## src/hw/rtl/trilinear_voxel_gather_top_macros.svh

```systemverilog
// ---------------------------------------------------------------------------
// Assertion macros for the trilinear voxel gather block
// ---------------------------------------------------------------------------
`ifndef TRILINEAR_VOXEL_GATHER_TOP_MACROS_SVH
`define TRILINEAR_VOXEL_GATHER_TOP_MACROS_SVH

`ifndef NO_ASSERTIONS
// clocked assertion with async reset disable
`define TVG_ASSERT(lbl, clk, rst_n, prop, msg) \
  lbl: assert property (@(posedge clk) disable iff (!rst_n) prop) else $error(msg);
// same, for a condition that must hold at every edge
`define TVG_ASSERT_ALWAYS(lbl, clk, rst_n, cond, msg) \
  lbl: assert property (@(posedge clk) disable iff (!rst_n) (cond)) else $error(msg);
`else
`define TVG_ASSERT(lbl, clk, rst_n, prop, msg)
`define TVG_ASSERT_ALWAYS(lbl, clk, rst_n, cond, msg)
`endif

`endif

```

## src/hw/rtl/trivox_pkg.sv

```systemverilog
// ---------------------------------------------------------------------------
// trivox_pkg
// Types and constants shared by the trilinear voxel gather block.
// ---------------------------------------------------------------------------
package trivox_pkg;

  localparam int unsigned GridSide    = 16;
  localparam int unsigned Channels    = 4;
  localparam int unsigned FracBits    = 8;
  localparam int unsigned FeatBits    = 16;
  localparam int unsigned CoordBits   = 12;
  localparam int unsigned IdxBits     = 4;
  localparam int unsigned ChBits      = 2;
  localparam int unsigned AddrBits    = ChBits + 3 * IdxBits;
  localparam int unsigned MemDepth    = 1 << AddrBits;
  localparam int unsigned WBits       = FracBits + 1;
  localparam int unsigned ProdBits    = 3 * WBits + 1 + FeatBits;
  localparam int unsigned AccBits     = ProdBits;
  localparam int unsigned CfgIdxBits  = 8;
  localparam int unsigned CfgDataBits = 8;

  localparam logic [CfgIdxBits-1:0] CfgGridSize = CfgIdxBits'(0);
  localparam logic [CfgIdxBits-1:0] CfgChannels = CfgIdxBits'(1);

  typedef struct packed {
    logic                       mode;
    logic [CoordBits-1:0]       point_x;
    logic [CoordBits-1:0]       point_y;
    logic [CoordBits-1:0]       point_z;
    logic [ChBits-1:0]          load_channel;
    logic [IdxBits-1:0]         load_x;
    logic [IdxBits-1:0]         load_y;
    logic [IdxBits-1:0]         load_z;
    logic signed [FeatBits-1:0] load_value;
  } in_item_t;

  typedef struct packed {
    logic signed [FeatBits-1:0] interp_value;
    logic [ChBits-1:0]          channel_index;
    logic                       last_channel;
    logic [IdxBits-1:0]         base_x;
    logic [IdxBits-1:0]         base_y;
    logic [IdxBits-1:0]         base_z;
    logic [FracBits-1:0]        frac_x;
    logic [FracBits-1:0]        frac_y;
    logic [FracBits-1:0]        frac_z;
  } res_item_t;

  // classified work for the back end
  typedef struct packed {
    logic                       is_query;
    logic [IdxBits-1:0]         base_x;
    logic [IdxBits-1:0]         base_y;
    logic [IdxBits-1:0]         base_z;
    logic [IdxBits-1:0]         hi_x;
    logic [IdxBits-1:0]         hi_y;
    logic [IdxBits-1:0]         hi_z;
    logic [FracBits-1:0]        frac_x;
    logic [FracBits-1:0]        frac_y;
    logic [FracBits-1:0]        frac_z;
    logic [ChBits:0]            nch;
    logic [AddrBits-1:0]        ld_addr;
    logic signed [FeatBits-1:0] ld_value;
  } cmd_t;

  typedef struct packed {
    logic idle;
    logic pipe_busy;
    logic draining;
  } bk_stat_t;

  typedef enum logic [1:0] {
    BK_IDLE,
    BK_WAIT,
    BK_ISSUE,
    BK_DRAIN
  } bk_state_e;

endpackage

```

## src/hw/rtl/trivox_cmdq.sv

```systemverilog
// ---------------------------------------------------------------------------
// trivox_cmdq
// Two-entry command queue between front and back end.
// ---------------------------------------------------------------------------
module trivox_cmdq (
  input  logic             clk_i,
  input  logic             rst_ni,
  input  logic             push_i,
  input  trivox_pkg::cmd_t cmd_i,
  output logic             full_o,
  input  logic             pop_i,
  output logic             valid_o,
  output trivox_pkg::cmd_t cmd_o
);
  import trivox_pkg::*;

  cmd_t       slot_q [2];
  logic       wr_q, wr_d, rd_q, rd_d;
  logic [1:0] cnt_q, cnt_d;

  assign full_o  = (cnt_q == 2'd2);
  assign valid_o = (cnt_q != 2'd0);
  assign cmd_o   = slot_q[rd_q];

  always_comb begin
    wr_d  = wr_q;
    rd_d  = rd_q;
    cnt_d = cnt_q;
    if (push_i) begin
      wr_d  = ~wr_q;
      cnt_d = cnt_d + 2'd1;
    end
    if (pop_i) begin
      rd_d  = ~rd_q;
      cnt_d = cnt_d - 2'd1;
    end
  end

  always_ff @(posedge clk_i or negedge rst_ni) begin
    if (!rst_ni) begin
      wr_q  <= 1'b0;
      rd_q  <= 1'b0;
      cnt_q <= '0;
    end else begin
      wr_q  <= wr_d;
      rd_q  <= rd_d;
      cnt_q <= cnt_d;
    end
  end

  always_ff @(posedge clk_i) begin
    if (push_i) slot_q[wr_q] <= cmd_i;
  end

endmodule

```

## config.mk

```make
export PLATFORM = sky130hd
export DESIGN_NAME = trivox_cmdq
export DESIGN_NICKNAME = d
export VERILOG_FILES = /design/src/hw/rtl/trilinear_voxel_gather_top_macros.svh /design/src/hw/rtl/trivox_pkg.sv /design/src/hw/rtl/trivox_cmdq.sv
export SDC_FILE = /design/constraint.sdc
export NUM_CORES = 1
export LEC_CHECK = 0
export BUFFER_PORTS_ARGS = -buffer_cell sky130_fd_sc_hd__buf_2
export CAP_MARGIN = 20
export CELL_PAD_IN_SITES_DETAIL_PLACEMENT = 0
export CELL_PAD_IN_SITES_GLOBAL_PLACEMENT = 1
export CORE_MARGIN = 4
export CORE_UTILIZATION = 40
export DETAILED_ROUTE_END_ITERATION = 16
export GPL_TIMING_DRIVEN = 0
export HOLD_SLACK_MARGIN = 0.05
export PLACE_DENSITY_LB_ADDON = 0.15
export REMOVE_ABC_BUFFERS = 1
export SYNTH_ARGS = -nofsm -noshare
export SYNTH_HDL_FRONTEND = slang
export SYNTH_SLANG_ARGS = --single-unit
```

## constraint.sdc

```tcl
create_clock -name clk_i -period 4.42 [get_ports clk_i]
set_input_delay 1.326 -clock clk_i [delete_from_list [all_inputs] [get_ports clk_i]]
set_output_delay 1.326 -clock clk_i [all_outputs]
set_load 0.03 [all_outputs]
```

==> flow_metrics.tcl <==
set metrics [dict create \
    tritoncts "built" \
    path_max_fanout 31 \
    path_class "flop to primary output" \
    comb_power_share_pct 36.1 \
    avgRoutedWirePerCell_um 16.6 \
    critPathTopFamily "buffers and inverters" \
    htreeDepth 4 \
    die_h_um 135 \
    finClkSkew_ns 0.00660 \
    track_usage_pct 13.0 \
    yosys-top-cells-count "164 x edfxtp_1, 70 x mux2_4, 12 x mux2_2" \
    slew_viol_final 0 \
    internal_power_mw 3.93 \
    power.leakage_nw 3.30 \
    crit_chain "buf_16, buf_12, mux2_2, buf_2" \
    seqPwrFrac_pct 38.3 \
    fillerInstances 1327 \
    max_stage_delay_ns 0.74 \
    regArea_um2 5030 \
    gp_congestion 0.694 \
    grt_max_degree 46 \
    cts_setup_buffers 0 \
    synth_area_um2 6500 \
    dpl.hpwl_mm 7.56 \
    start_util_pct 40.9 \
    worst_slack_ns 0.801 \
    clock_path_buffers 2 \
    cts_root_buffer "clkbuf_16" \
    ant_nets 0 \
    p_switching_mw 1.96 \
    cp_slowest_cell "dfrtp_4" \
    grt_pass1_vias 3417 \
    arrival_ns 2.29 \
    rsz0062_at_grt "no" \
    ys_seq_elements 168 \
    post_cts_resized 0 \
    postCtsHoldBufs 0 \
    status "complete, no violations" \
    crit_buf_inv 3 \
    clk_latency_ns 0.41 \
    drive_above_1_share_pct 60.8 \
    worstPathRequired_ns 3.09 \
    diodes 0 \
    slew_headroom_pct 56.3 \
    post-route-period-util_pct 81.9 \
    die_w_um 135 \
    grt_overflow 0 \
    async_reset_ff_share_pct 2.38 \
    max-vdd-ir-drop_uv 331 \
    pwr-share-clk_pct 25.6 \
    multi_input_area_um2 1310 \
    synth_edf_count 164 \
    maxCapViolCount 0 \
    drt_iter0_drc 97 \
    dieArea_um2 18400 \
    grt_pass1_wl_mm 17.7 \
    finalHoldViolations 0 \
    start_kind "flop" \
    core_um2 15900 \
    vias 3122 \
    cts_buffers 17 \
    tns_ns 0 \
    synthCells 278 \
    syn_area_per_cell_um2 23.4 \
    synth_cell_type_count 20 \
    place_ws_ns 1.16 \
    worst_slew_pin_slew_ns 0.654 \
    synth_top_area_cell "edfxtp_1" \
    powerDensity_nw_per_um2 717 \
    post-synth-top-count-cell "edfxtp_1" \
    synthToLayoutAreaGrowth_pct 26.4 \
    hp-class "flop to flop" \
    vias_per_cell 4.52 \
    dr.pass1.iters 4 \
    end_kind "primary output" \
    rows 46 \
    cts.sinks 168 \
    antenna_found_initial 0 \
    wl_mm 11.5 \
    post-route-util_pct 51.7 \
    yosysWarnings 0 \
    io_pins 170 \
    switching_share_pct 33.3 \
    io_buffers 169 \
    synth_area_leaders "edfxtp_1 76%, mux2_4 16%, buf_12 2.2%" \
    synth_top_area_share_pct 75.8 \
    cts.clk_slew.worst_paths_ns 0.06 \
    nets 549 \
    synth-seq-area-share_pct 77.3 \
    synth_flop_cell "edfxtp_1" \
    period_needed_ns 3.62 \
    setup_viol 0 \
    drc_errors 0 \
    fmax_mhz 276 \
]
cell type report:
| type | instances | share of cell area, % |
|---|---|---|
| Sequential cell | 168 | 61.2 |
| Multi-Input combinational cell | 96 | 15.9 |
| Timing Repair Buffer | 175 | 12.0 |
| Clock buffer | 18 | 5.22 |
| Tap cell | 216 | 3.29 |
| Clock inverter | 14 | 2.19 |
| Inverter | 3 | 0.137 |
worst reg2reg max path: cells and delay by family (launching register included):
| family | cells | cell delay [ns] |
|---|---|---|
| simple gates | 1 | 0.55 |
| buf+inv | 2 | 0.49 |
| flops | 1 | 0.43 |
power by group through the flow:
stage | clock network, mW | logic [mW] | registers (mW)
5_1_grt | 1.62 | 2.26 | 2.29
3_5_place_dp | 0 | 2.17 | 2.30
2_1_floorplan | 0 | 1.56 | 2.38
3_3_place_gp | 0 | 2.10 | 2.48
6_report | 1.50 | 2.13 | 2.26
4_1_cts | 1.55 | 2.18 | 2.26
logic make-up (layout without fill, tap and decap cells):
family | after synthesis | after routing | synth area share [%]
flip-flops | 168 | 168 | 77.3
XOR/XNOR | 4 | 4 | 0.539
multiplexers | 82 | 82 | 18.2
buffers and inverters | 14 | 210 | 2.73
AO/OA/AOI/OAI | 4 | 4 | 0.481
adder cells (fa/ha/maj) | 2 | 2 | 0.385
AND/OR/NAND/NOR | 4 | 4 | 0.308
metal layers:
metal | wire, um | vias up | global-route usage (%)
li1 | - | 1463 | -
met1 | 4590 | 1520 | 15.1
met2 | 5540 | 116 | 20.8
met3 | 1060 | 23 | 4.94
met4 | 299 | 0 | 6.89
met5 | 0 | - | 0
worst paths after layout:
| kind | start | endpoint | slack [ns] | cells past startpoint |
|---|---|---|---|---|
| max | rd_q | cmd_o[73] | 0.80 | 4 |
| min | wr_q | wr_q | 0.55 | 1 |
| max reg2reg | wr_q | slot_q[0][33] | 2.64 | 3 |
| min reg2reg | wr_q | wr_q | 0.55 | 1 |
| max in group asynchronous | rst_ni | rd_q | 3.58 | 1 |
| min in group asynchronous | rst_ni | cnt_q[1] | 0.71 | 1 |
state kept, by name (all words and copies together) (netlist names):
register,cells
rd_q,1
slot_q,164
cnt_q,2
wr_q,1
layout by cell type, fill, tap and decap left out, types with 3 or more instances in the layout:
master	Yosys	layout
buf_12	7	3
buf_16	0	3
buf_2	2	169
bufinv_16	0	4
clkbuf_16	0	17
clkinv_1	0	3
clkinv_2	0	3
dfrtp_1	4	3
edfxtp_1	164	164
inv_1	3	3
mux2_2	12	12
mux2_4	70	70
metrics by stage:
step / instance area, um^2 / cells / power (mW) / hold slack, ns
after floorplan: 6330 / 267 / 3.94 / 0.453
after CTS: 8220 / 690 / 5.99 / 0.556
after global routing: 8220 / 690 / 6.17 / 0.591
final: 8220 / 690 / 5.89 / 0.553
after global placement: 7450 / 652 / 4.58 / 0.468
after detailed placement: 7610 / 658 / 4.47 / 0.546
No activity file was read; power rests on OpenSTA's default activity.
