--- config.mk ---
export PLATFORM = sky130hd
export DESIGN_NAME = trivox_front
export DESIGN_NICKNAME = d
export VERILOG_FILES = /design/src/hw/rtl/trilinear_voxel_gather_top_macros.svh /design/src/hw/rtl/trivox_pkg.sv /design/src/hw/rtl/trivox_front.sv
export SDC_FILE = /design/constraint.sdc
export NUM_CORES = 1
export LEC_CHECK = 0
export CAP_MARGIN = 20
export CELL_PAD_IN_SITES_DETAIL_PLACEMENT = 1
export CELL_PAD_IN_SITES_GLOBAL_PLACEMENT = 1
export CORE_MARGIN = 5
export CORE_UTILIZATION = 46
export CTS_CLUSTER_SIZE = 12
export DETAILED_ROUTE_END_ITERATION = 8
export DONT_BUFFER_PORTS = 1
export PLACE_DENSITY_LB_ADDON = 0.1
export REMOVE_ABC_BUFFERS = 1
export SETUP_SLACK_MARGIN = 0.4
export SYNTH_ARGS = -nofsm -noshare
export SYNTH_HDL_FRONTEND = slang
export SYNTH_SLANG_ARGS = --single-unit
--- constraint.sdc ---
create_clock -name clk_i -period 14.1 [get_ports clk_i]
set_input_delay 2.82 -clock clk_i [delete_from_list [all_inputs] [get_ports clk_i]]
set_output_delay 2.82 -clock clk_i [all_outputs]
set_load 0.005 [all_outputs]
--- src/hw/rtl/trilinear_voxel_gather_top_macros.svh ---
// ---------------------------------------------------------------------------
// Assertion macros for the trilinear voxel gather block
// ---------------------------------------------------------------------------
`ifndef TRILINEAR_VOXEL_GATHER_TOP_MACROS_SVH
`define TRILINEAR_VOXEL_GATHER_TOP_MACROS_SVH

`ifndef NO_ASSERTIONS
// clocked assertion with async reset disable
`define TVG_ASSERT(lbl, clk, rst_n, prop, msg) \
  lbl: assert property (@(posedge clk) disable iff (!rst_n) prop) else $error(msg);
// same, for a condition that must hold at every edge
`define TVG_ASSERT_ALWAYS(lbl, clk, rst_n, cond, msg) \
  lbl: assert property (@(posedge clk) disable iff (!rst_n) (cond)) else $error(msg);
`else
`define TVG_ASSERT(lbl, clk, rst_n, prop, msg)
`define TVG_ASSERT_ALWAYS(lbl, clk, rst_n, cond, msg)
`endif

`endif

--- src/hw/rtl/trivox_pkg.sv ---
// ---------------------------------------------------------------------------
// trivox_pkg
// Types and constants shared by the trilinear voxel gather block.
// ---------------------------------------------------------------------------
package trivox_pkg;

  localparam int unsigned GridSide    = 16;
  localparam int unsigned Channels    = 4;
  localparam int unsigned FracBits    = 8;
  localparam int unsigned FeatBits    = 16;
  localparam int unsigned CoordBits   = 12;
  localparam int unsigned IdxBits     = 4;
  localparam int unsigned ChBits      = 2;
  localparam int unsigned AddrBits    = ChBits + 3 * IdxBits;
  localparam int unsigned MemDepth    = 1 << AddrBits;
  localparam int unsigned WBits       = FracBits + 1;
  localparam int unsigned ProdBits    = 3 * WBits + 1 + FeatBits;
  localparam int unsigned AccBits     = ProdBits;
  localparam int unsigned CfgIdxBits  = 8;
  localparam int unsigned CfgDataBits = 8;

  localparam logic [CfgIdxBits-1:0] CfgGridSize = CfgIdxBits'(0);
  localparam logic [CfgIdxBits-1:0] CfgChannels = CfgIdxBits'(1);

  typedef struct packed {
    logic                       mode;
    logic [CoordBits-1:0]       point_x;
    logic [CoordBits-1:0]       point_y;
    logic [CoordBits-1:0]       point_z;
    logic [ChBits-1:0]          load_channel;
    logic [IdxBits-1:0]         load_x;
    logic [IdxBits-1:0]         load_y;
    logic [IdxBits-1:0]         load_z;
    logic signed [FeatBits-1:0] load_value;
  } in_item_t;

  typedef struct packed {
    logic signed [FeatBits-1:0] interp_value;
    logic [ChBits-1:0]          channel_index;
    logic                       last_channel;
    logic [IdxBits-1:0]         base_x;
    logic [IdxBits-1:0]         base_y;
    logic [IdxBits-1:0]         base_z;
    logic [FracBits-1:0]        frac_x;
    logic [FracBits-1:0]        frac_y;
    logic [FracBits-1:0]        frac_z;
  } res_item_t;

  // classified work for the back end
  typedef struct packed {
    logic                       is_query;
    logic [IdxBits-1:0]         base_x;
    logic [IdxBits-1:0]         base_y;
    logic [IdxBits-1:0]         base_z;
    logic [IdxBits-1:0]         hi_x;
    logic [IdxBits-1:0]         hi_y;
    logic [IdxBits-1:0]         hi_z;
    logic [FracBits-1:0]        frac_x;
    logic [FracBits-1:0]        frac_y;
    logic [FracBits-1:0]        frac_z;
    logic [ChBits:0]            nch;
    logic [AddrBits-1:0]        ld_addr;
    logic signed [FeatBits-1:0] ld_value;
  } cmd_t;

  typedef struct packed {
    logic idle;
    logic pipe_busy;
    logic draining;
  } bk_stat_t;

  typedef enum logic [1:0] {
    BK_IDLE,
    BK_WAIT,
    BK_ISSUE,
    BK_DRAIN
  } bk_state_e;

endpackage

--- src/hw/rtl/trivox_front.sv ---
// ---------------------------------------------------------------------------
// trivox_front
// Config registers; splits query coordinates into clamped base and fraction.
// ---------------------------------------------------------------------------
module trivox_front (
  input  logic                                clk_i,
  input  logic                                rst_ni,
  input  logic                                cfg_valid_i,
  input  logic [trivox_pkg::CfgIdxBits-1:0]   cfg_index_i,
  input  logic [trivox_pkg::CfgDataBits-1:0]  cfg_data_i,
  input  trivox_pkg::in_item_t                item_i,
  output trivox_pkg::cmd_t                    cmd_o
);
  import trivox_pkg::*;

  logic [4:0] gs_q, gs_d;
  logic [2:0] nch_q, nch_d;
  logic [4:0] gs_eff;
  logic [2:0] nch_eff;

  always_ff @(posedge clk_i or negedge rst_ni) begin
    if (!rst_ni) begin
      gs_q  <= 5'(GridSide);
      nch_q <= 3'(Channels);
    end else begin
      gs_q  <= gs_d;
      nch_q <= nch_d;
    end
  end

  always_comb begin
    gs_d  = gs_q;
    nch_d = nch_q;
    if (cfg_valid_i && cfg_index_i == CfgGridSize) gs_d = cfg_data_i[4:0];
    if (cfg_valid_i && cfg_index_i == CfgChannels) nch_d = cfg_data_i[2:0];
  end

  always_comb begin
    if (gs_q < 5'd2) gs_eff = 5'd2;
    else if (gs_q > 5'(GridSide)) gs_eff = 5'(GridSide);
    else gs_eff = gs_q;
    if (nch_q == 3'd0) nch_eff = 3'd1;
    else if (nch_q > 3'(Channels)) nch_eff = 3'(Channels);
    else nch_eff = nch_q;
  end

  function automatic logic [2*IdxBits+FracBits-1:0] split_axis(
    input logic [CoordBits-1:0] c, input logic [4:0] gs);
    logic [4:0]          b;
    logic [FracBits-1:0] f;
    logic [4:0]          h;
    b = {1'b0, c[CoordBits-1:FracBits]};
    f = c[FracBits-1:0];
    if (b >= gs) begin
      b = gs - 5'd1;
      f = '0;
    end
    h = (b + 5'd1 < gs) ? b + 5'd1 : gs - 5'd1;
    return {b[IdxBits-1:0], h[IdxBits-1:0], f};
  endfunction

  always_comb begin
    cmd_o          = '0;
    cmd_o.is_query = item_i.mode;
    {cmd_o.base_x, cmd_o.hi_x, cmd_o.frac_x} = split_axis(item_i.point_x, gs_eff);
    {cmd_o.base_y, cmd_o.hi_y, cmd_o.frac_y} = split_axis(item_i.point_y, gs_eff);
    {cmd_o.base_z, cmd_o.hi_z, cmd_o.frac_z} = split_axis(item_i.point_z, gs_eff);
    cmd_o.nch      = nch_eff;
    cmd_o.ld_addr  = {item_i.load_channel, item_i.load_x, item_i.load_y, item_i.load_z};
    cmd_o.ld_value = item_i.load_value;
  end

endmodule

==> results of run 1 <==
-- worst max path at each step --
stage               startpoint         to  slack [ns]  cells after the start
finish              item_i[62]  cmd_o[67]        4.58                     15
global route        item_i[62]  cmd_o[68]        4.36                     15
CTS                 item_i[62]  cmd_o[67]        4.57                     15
detailed placement  item_i[62]  cmd_o[66]        4.56                     15
global placement    item_i[62]  cmd_o[68]        4.78                     15
floorplan           item_i[62]  cmd_o[66]        5.04                     15
-- registers in the layout, indices dropped and copies added, names as in the netlist --
name,flops
gs_q,5
nch_q,3
-- layout by cell type, fill, tap and decap left out, types with 4 or more instances in the layout --
master	count
ha_1	24
mux2_2	20
and2_1	17
nand2_1	11
mux2i_1	11
a21oi_1	10
inv_1	9
nor2_1	9
nor2b_1	9
nand3_1	7
dfrtp_1	6
nand2b_1	5
o21ai_0	4
o211ai_1	4
-- final cells by class --
class / count / area (um2)
Fill cell: 496 / 2280
Multi-Input combinational cell: 173 / 1400
Sequential cell: 8 / 203
Tap cell: 50 / 62.6
Clock buffer: 3 / 41.3
Inverter: 10 / 37.5
Timing Repair Buffer: 1 / 7.51
-- power by group through the flow --
| stage | combinational, mW | clock (mW) | sequential (mW) |
|---|---|---|---|
| global placement | 0.0525 | 0 | 0.0268 |
| floorplan | 0.0437 | 0 | 0.0262 |
| finish | 0.0540 | 0.0268 | 0.0267 |
| detailed placement | 0.0546 | 0 | 0.0269 |
| global route | 0.0610 | 0.0295 | 0.0268 |
| CTS | 0.0549 | 0.0278 | 0.0266 |
-- synth_stat cells, drive strengths merged --
cell     number  area (um2)
or2           1        6.26
buf          34         260
a22oi         1        7.51
a31oi         2        12.5
a211oi        1        7.51
clkinv        1        3.75
mux2         22         255
nand2        11        41.3
a21o          3        22.5
xor2          4        42.6
nor2          9        33.8
or4b          1        10.0
and2         17         106
a311o         1        10.0
inv           9        33.8
a21oi        10        50.1
nand3         7        35.0
a22o          1        8.76
and3          2        12.5
nor2b         9        56.3
clkbuf        4        15.0
mux2i        11         110
a211o         1        8.76
o22ai         1        12.5
a2111oi       1        15.0
o21bai        1        7.51
o21ba         1        16.3
dfstp         2        52.6
o21a          3        22.5
nor4b         2        17.5
o32a          1        10.0
o31ai         1        7.51
o211ai        4        30.0
nor3          3        15.0
nand4         3        18.8
nand2b        5        31.3
nor4          1        6.26
ha           24         300
or3b          2        17.5
xnor2         1        8.76
dfrtp         6         150
o21ai         5        25.0
-- per-layer routing --
metal / share of wire, % / routed length, um / vias up / track usage, %
met5: 0.60 / 37 / - / 5.56
met4: 0.065 / 4 / 2 / 1.78
met3: 14 / 881 / 2 / 13.2
met2: 45 / 2770 / 99 / 34.4
met1: 40 / 2450 / 734 / 26.0
li1: - / - / 715 / -
-- cell families (layout without fill, tap and decap cells) --
logic type,Yosys count,count (layout),synth area share [%]
AO/OA/AOI/OAI,38,38,14.3
XOR/XNOR,5,5,2.68
adder cells (fa/ha/maj),24,24,15.7
buffers and inverters,48,14,16.3
flip-flops,8,8,10.6
multiplexers,33,33,19.1
AND/OR/NAND/NOR,73,73,21.3
==> flow_summary.ini, run 1 <==
[setup_path]
max_stage_delay_ns = 0.68
required_ns = 11.28
critical_path.slowest_cell = nor2_1
worstPathMaxFanout = 14
arrival_ns = 6.70
criticalPathCategory = input pin to output port
path_cells = inv_1 > ha_1 > or3b_1 > nand3_1 > o21a_1 > nor2_1 > mux2i_1 > ha_1 > inv_1 > a2111oi_2 > ha_1 > and3_1 > a22o_1 > a311o_1 > mux2_2
cp_top_family = simple AND/OR/NAND/NOR gates
cp.buffers_inverters = 2
start_kind = input pin
reg2reg_slack_ns = 12.77
cp-end-kind = output port
r2r_cells = 2
rr_startpoint = gs_q[4]$_DFFE_PN1P_
r2r-end = gs_q[4]$_DFFE_PN1P_
crit_top_cell = ha_1

[clocking]
ctsHoldBuffers = 0
post-cts-setup-buffers = 0
clock_tree.root_cell = clkbuf_8
clk_pin_slew_worst_paths_ns = 0.04
ctsResizeCount = 0
cts_tree = done
cts_buffer_depth = 2
clock_sinks = 8
h-tree-depth = 1
insertion_delay_ns = 0.22
cts_made_buffers = 3

[logic_synthesis]
synth_cell_type_count = 48
synth_warnings = 0
syn_area_um2 = 1910
seq_area_frac_synth_pct = 10.6
ys_seq_elements = 8
avgSynthCellArea_um2 = 8.36
synthCells = 229

[pwr]
p_comb_share_pct = 50.2
p_sw_mw = 0.0399
seqPwrFrac_pct = 24.8
pwr-share-clk_pct = 25.0
power_density_nw_per_um2 = 61.4
cell_internal_pwr_mw = 0.0677
p_leak_nw = 0.782
power.total_mw = 0.108
vdd_ir_drop_max_v = 0.0000749
switching_share_pct = 37.1

[die]
dieWidth_um = 74.5
core.rowCount = 23
coreArea_um2 = 4030
die_h_um = 74.5
start_util_pct = 47.5
ios = 168
die-area_um2 = 5550

[flow_run]
cap_violations = 0

[placement]
dp_hpwl_um = 5270
place_ws_ns = 4.56
gp_congestion = 0.846
portBuffers = 0
dpl-instance-area_um2 = 1710
place_inst = 242

[worst_hold_path]
hold_depth = 1
hp-class = register to register
holdPathEnd = nch_q[0]$_DFFE_PN0P_
hp-start = nch_q[0]$_DFFE_PN0P_

[sta]
slew_violations = 0
fin_tns_setup_ns = 0
fin_crit_sh_pct = 67.5
fin_crit_ns = 9.52
worstMarginPinSlew_ns = 0.884
timing.hold.ws_ns = 0.507
slew-limit-headroom_pct = 40.8
max_clock_freq_mhz = 105
finalWorstSetupSlack_ns = 4.58
setup_viol = 0
fin_skew_ns = 0
hold_viol = 0
rsz0062_at_grt = no

[grt]
grt_start_max_net_pins = 17
grt_first_pass_wirelength_um = 9380
antenna_found_initial = 0
grt_overflow = 0
first_global_vias = 1763
grt_usage_pct = 21.8

[outcome]
outcome = finished clean

[layout]
fin_nets = 307
n_antenna_cell = 0
fin_area_um2 = 1750
fin_cells = 245
fin_util_pct = 43.4
area_growth_pct = -8.56
layout-drive-gt1-share_pct = 17.9

[drt]
drt_iter0_drc = 36
drc = 0
ant_nets = 0
first_pass_iters = 4
via_per_inst = 6.33
totalWireLength_um = 6140
wl_per_cell_um = 25.0
vias = 1552
No activity file was read; power rests on OpenSTA's default activity.
==> inputs of run 2 (changes only) <==
ABC_AREA = 1   (was not set)
CORE_UTILIZATION = 42   (was 46)
clock period = 8.9 ns   (was 14.1 ns; I/O delays follow)
==> flow_summary.ini, run 2 <==
[logic_synthesis]
synth_cell_type_count = 30
synth-edff-count = 0
avgSynthCellArea_um2 = 6.63
yosysMostFrequentCell = nand2_1
synth.top_cells.by_count = 68 x nand2_1, 50 x inv_1, 38 x nor2_1
syn_area_um2 = 2230
async_reset_ff_share_pct = 100
synthTopCellsByArea = ha_1 13%, nand2_1 11%, buf_4 10%, inv_1 8.4%, dfrtp_1 6.7%
synth_largest_area_cell = ha_1
ys_seq_elements = 8
seq_area_frac_synth_pct = 9.10
synthFlopType = dfrtp_1
yosys.area.top_type_share_pct = 13.5
synth_warnings = 0
synthCells = 336

[die]
die_h_um = 82.8
coreArea_um2 = 5140
core.rowCount = 26
start_util_pct = 43.4
die-area_um2 = 6860
dieWidth_um = 82.8
ios = 168

[grt]
grt_overflow = 0
grt_usage_pct = 18.0
antenna_found_initial = 0
grt_first_pass_wirelength_um = 10100
grt_start_max_net_pins = 14
first_global_vias = 1951

[pwr]
p_comb_share_pct = 66.1
p_leak_nw = 1.10
switching_share_pct = 50.0
p_sw_mw = 0.121
power.total_mw = 0.243
pwr-share-clk_pct = 17.2
power_density_nw_per_um2 = 118
seqPwrFrac_pct = 16.8
cell_internal_pwr_mw = 0.121
vdd_ir_drop_max_v = 0.000116

[setup_path]
cp-end-kind = output port
arrival_ns = 4.45
start_kind = input pin
path_cells = ha_1 > a21oi_1 > nor2_1 > nor2_4 > nand2_4 > nand2_2 > nand2_2 > ha_1 > nand3b_1 > nand2_1 > inv_1 > ha_1 > a21oi_1 > or2_2 > nand2_1 > a21oi_2 > inv_1 > o21ai_0
r2r_cells = 2
critical_path.slowest_cell = ha_1
crit_top_cell = ha_1
max_stage_delay_ns = 0.32
cp-startpoint = item_i[53]
cp.buffers_inverters = 2
required_ns = 7.12
reg2reg_slack_ns = 8.13
rr_startpoint = gs_q[4]$_DFFE_PN1P_
criticalPathCategory = input pin to output port
cp_top_family = simple AND/OR/NAND/NOR gates
worstPathMaxFanout = 12
r2r-end = gs_q[4]$_DFFE_PN1P_

[sta]
worstMarginPinSlew_ns = 0.403
timing.hold.ws_ns = 0.478
fin_crit_sh_pct = 70.0
slew-limit-headroom_pct = 73.1
hold_viol = 0
fin_crit_ns = 6.23
max_clock_freq_mhz = 160
rsz0062_at_grt = no
slew_violations = 0
fin_skew_ns = 0
setup_viol = 0
fin_tns_setup_ns = 0

[layout]
layout_commonest_cell = nand2_1
n_antenna_cell = 0
fin_util_pct = 40.0
area_growth_pct = -7.64
fill_cells = 721
layout-drive-gt1-share_pct = 20.5
largest_reg_flops = 5
layout_common_cells = 68 x nand2_1, 50 x inv_1, 38 x nor2_1
reg_top3 = gs_q (5), nch_q (3)
multiInputGateArea_um2 = 1530
ff_latch_area_um2 = 203
fin_nets = 415
regMostFlops = gs_q

[clocking]
cts_tree = done
cts_buffer_depth = 2
clock_sinks = 8
clock_tree.root_cell = clkbuf_8
insertion_delay_ns = 0.22
clk_pin_slew_worst_paths_ns = 0.04
h-tree-depth = 1
cts_made_buffers = 3
post-cts-setup-buffers = 0
ctsResizeCount = 0
ctsHoldBuffers = 0

[worst_hold_path]
hp-start = nch_q[1]$_DFFE_PN0P_
holdPathEnd = nch_q[1]$_DFFE_PN0P_
hp-class = register to register
hold_depth = 2

[drt]
first_pass_iters = 4
totalWireLength_um = 6490
vias = 1955
drt_iter0_drc = 41
ant_nets = 0
via_per_inst = 5.24
wl_per_cell_um = 17.4
drc = 0

[outcome]
outcome = finished clean

[placement]
dp_hpwl_um = 5590
gp_congestion = 0.710
portBuffers = 0

[flow_run]
cap_violations = 0
run 2: cell count changes in the layout (fill, tap and decap cells not counted), moves of 14 or more:
cell / delta
nand2_1: +57
nand2_2: +14
nor2_1: +29
inv_1: +41
mux2_2: -20
and2_1: -14
run 2: kinds of logic (layout without fill, tap and decap cells):
kind of cell / count (synthesis) / count (layout) / share of synthesized area, %
buffers and inverters: 89 / 56 / 22.3
adder cells (fa/ha/maj): 24 / 24 / 13.5
AND/OR/NAND/NOR: 185 / 185 / 46.7
flip-flops: 8 / 8 / 9.10
AO/OA/AOI/OAI: 30 / 30 / 8.37
run 2: through the flow:
step | area [um2] | instances | setup WS (ns)
2_1_floorplan | 1930 | 300 | 2.98
3_3_place_gp | 2020 | 370 | 2.69
3_5_place_dp | 2020 | 370 | 2.65
4_1_cts | 2060 | 373 | 2.65
5_1_grt | 2060 | 373 | 2.35
6_report | 2060 | 373 | 2.67
run 2: worst max-delay path by stage:
stage	end	slack, ns	cells past startpoint
6_report	cmd_o[61]	2.67	18
5_1_grt	cmd_o[63]	2.35	18
4_1_cts	cmd_o[61]	2.65	18
3_5_place_dp	cmd_o[65]	2.65	18
3_3_place_gp	cmd_o[65]	2.69	18
2_1_floorplan	cmd_o[61]	2.98	18
run 2: layout make-up:
type	instances	area share, %
multi-input combinational	239	74.2
sequential	8	9.85
inverter	53	9.67
tap	70	4.26
clock buffer	3	2.01
run 2: routing by layer:
layer	vias to the layer above	wire length, um	GRT usage, %	share of wire, %
met4	2	10	2.23	0.15
met5	-	24	5.30	0.37
met2	118	2690	26.5	41
li1	964	-	-	-
met3	4	895	10.7	14
met1	867	2870	22.9	44
run 2: power groups by stage:
stage | Sequential [mW] | Clock [mW] | Combinational (mW)
after floorplan | 0.0407 | 0 | 0.132
after global placement | 0.0411 | 0 | 0.159
after detailed placement | 0.0411 | 0 | 0.164
after CTS | 0.0407 | 0.0436 | 0.164
after global routing | 0.0410 | 0.0466 | 0.184
final | 0.0407 | 0.0417 | 0.160
run 2: worst min-delay path, delay by kind of cell (launching register included):
kind / cells / cell delay [ns]
compound gates: 1 / 0.06
flops: 1 / 0.33
simple gates: 1 / 0.05
==> inputs of run 3 (changes only) <==
clock period = 6.4 ns   (was 8.9 ns; I/O delays follow)
==> flow_summary.ini, run 3 (synthesis results as in run 2) <==
[setup_path]
worstPathMaxFanout = 13
start_kind = register
required_ns = 5.12
max_stage_delay_ns = 0.58
reg2reg_slack_ns = 5.64
cp-startpoint = gs_q[4]$_DFFE_PN1P_
cp-end-kind = output port
rr_startpoint = gs_q[4]$_DFFE_PN1P_
path_cells = inv_2 > nand2_1 > inv_2 > nand2_2 > inv_2 > ha_1 > inv_1 > a21oi_2 > nand3_4 > nand3_1 > nand2_4 > ha_1 > nand3b_1 > nand2_1 > inv_1 > ha_1 > a21oi_1 > or2_2 > nand2_1 > a21oi_1 > inv_1 > o21ai_1
critical_path.slowest_cell = dfstp_2
criticalPathCategory = register to output port
arrival_ns = 4.05

[sta]
fin_skew_ns = 0
slew_violations = 0
rsz0062_at_grt = no
worstMarginPinSlew_ns = 0.428
hold_viol = 0
fin_tns_setup_ns = 0
slew-limit-headroom_pct = 71.4
fin_crit_ns = 5.33
max_clock_freq_mhz = 188
setup_viol = 0
fin_crit_sh_pct = 83.3

[drt]
drt_iter0_drc = 38
wl_per_cell_um = 17.4
via_per_inst = 5.26
first_pass_iters = 4
vias = 1962
drc = 0
totalWireLength_um = 6500
ant_nets = 0

[worst_hold_path]
hp-start = nch_q[1]$_DFFE_PN0P_
hp-class = register to register

[layout]
regMostFlops = gs_q
largest_reg_flops = 5
area_growth_pct = -7.64
reg_top3 = gs_q (5), nch_q (3)
n_antenna_cell = 0
layout_commonest_cell = nand2_1
fin_nets = 415
fin_cells = 373
fin_area_um2 = 2060
fill_cells = 738
layout-drive-gt1-share_pct = 20.5
layout_common_cells = 68 x nand2_1, 50 x inv_1, 38 x nor2_1

[pwr]
pwr-share-clk_pct = 17.4
switching_share_pct = 50.1
cell_internal_pwr_mw = 0.169
p_comb_share_pct = 65.9
seqPwrFrac_pct = 16.7
power_density_nw_per_um2 = 164
p_sw_mw = 0.170
p_leak_nw = 1.10
vdd_ir_drop_max_v = 0.000126
power.total_mw = 0.338

[clocking]
cts_tree = done
insertion_delay_ns = 0.22
clk_pin_slew_worst_paths_ns = 0.04
clock_tree.root_cell = clkbuf_8
post-cts-setup-buffers = 0
cts_made_buffers = 3
ctsResizeCount = 0
clock_sinks = 8
ctsHoldBuffers = 0
h-tree-depth = 1
cts_buffer_depth = 2

[grt]
grt_usage_pct = 17.9
first_global_vias = 2024
grt_first_pass_wirelength_um = 10100
antenna_found_initial = 0
grt_start_max_net_pins = 14
grt_overflow = 0

[placement]
portBuffers = 0
dpl-instance-area_um2 = 2020
place_inst = 370
dp_hpwl_um = 5580
gp_congestion = 0.716

[die]
coreArea_um2 = 5140
die-area_um2 = 6860
die_h_um = 82.8
start_util_pct = 43.4
core.rowCount = 26
ios = 168
dieWidth_um = 82.8

[flow_run]
cap_violations = 0

[outcome]
outcome = finished clean
==> run 3: cell type report <==
class	instances	area, um2	share of cell area [%]
clock buffer	3	41.3	2.01
sequential	8	203	9.85
multi-input combinational	239	1530	74.2
inverter	53	199	9.67
tap	70	87.6	4.26
==> run 3: power groups by stage <==
| stage | Sequential, mW | Clock [mW] | Combinational, mW |
|---|---|---|---|
| CTS | 0.0566 | 0.0608 | 0.229 |
| global placement | 0.0571 | 0 | 0.221 |
| detailed placement | 0.0572 | 0 | 0.228 |
| finish | 0.0565 | 0.0588 | 0.223 |
| global route | 0.0571 | 0.0644 | 0.257 |
| floorplan | 0.0565 | 0 | 0.183 |
==> run 3: layer usage <==
layer	part of all wire, %	vias up	global-route usage, %
li1	-	966	-
met1	45	865	22.8
met2	40	122	26.2
met3	14	7	10.7
met4	0.65	2	2.23
met5	0.37	-	5.30
==> run 3: worst paths after layout <==
path | to | depth (start not counted)
max | cmd_o[59] | 22
min | nch_q[1]$_DFFE_PN0P_ | 2
min in group asynchronous | gs_q[3]$_DFFE_PN0P_ | 0
min reg2reg | nch_q[1]$_DFFE_PN0P_ | 2
max in group asynchronous | nch_q[2]$_DFFE_PN1P_ | 0
max reg2reg | gs_q[4]$_DFFE_PN1P_ | 2
==> run 3: critical path: cells and delay by family (launching register included) <==
kind	cells	cell delay, ns
AO/OA/AOI/OAI	4	0.71
buffers and inverters	6	0.61
AND/OR/NAND/NOR	9	1.12
adder cells (fa/ha/maj)	3	0.79
flip-flops	1	0.58
==> run 3: through the flow <==
step	hold slack [ns]	setup WS [ns]	utilization, %
after floorplan	0.453	1.48	-
after global routing	0.532	0.682	40.0
after CTS	0.483	0.984	40.0
final	0.477	1.07	40.0
after global placement	0.470	1.17	39.2
after detailed placement	0.473	1.13	39.2
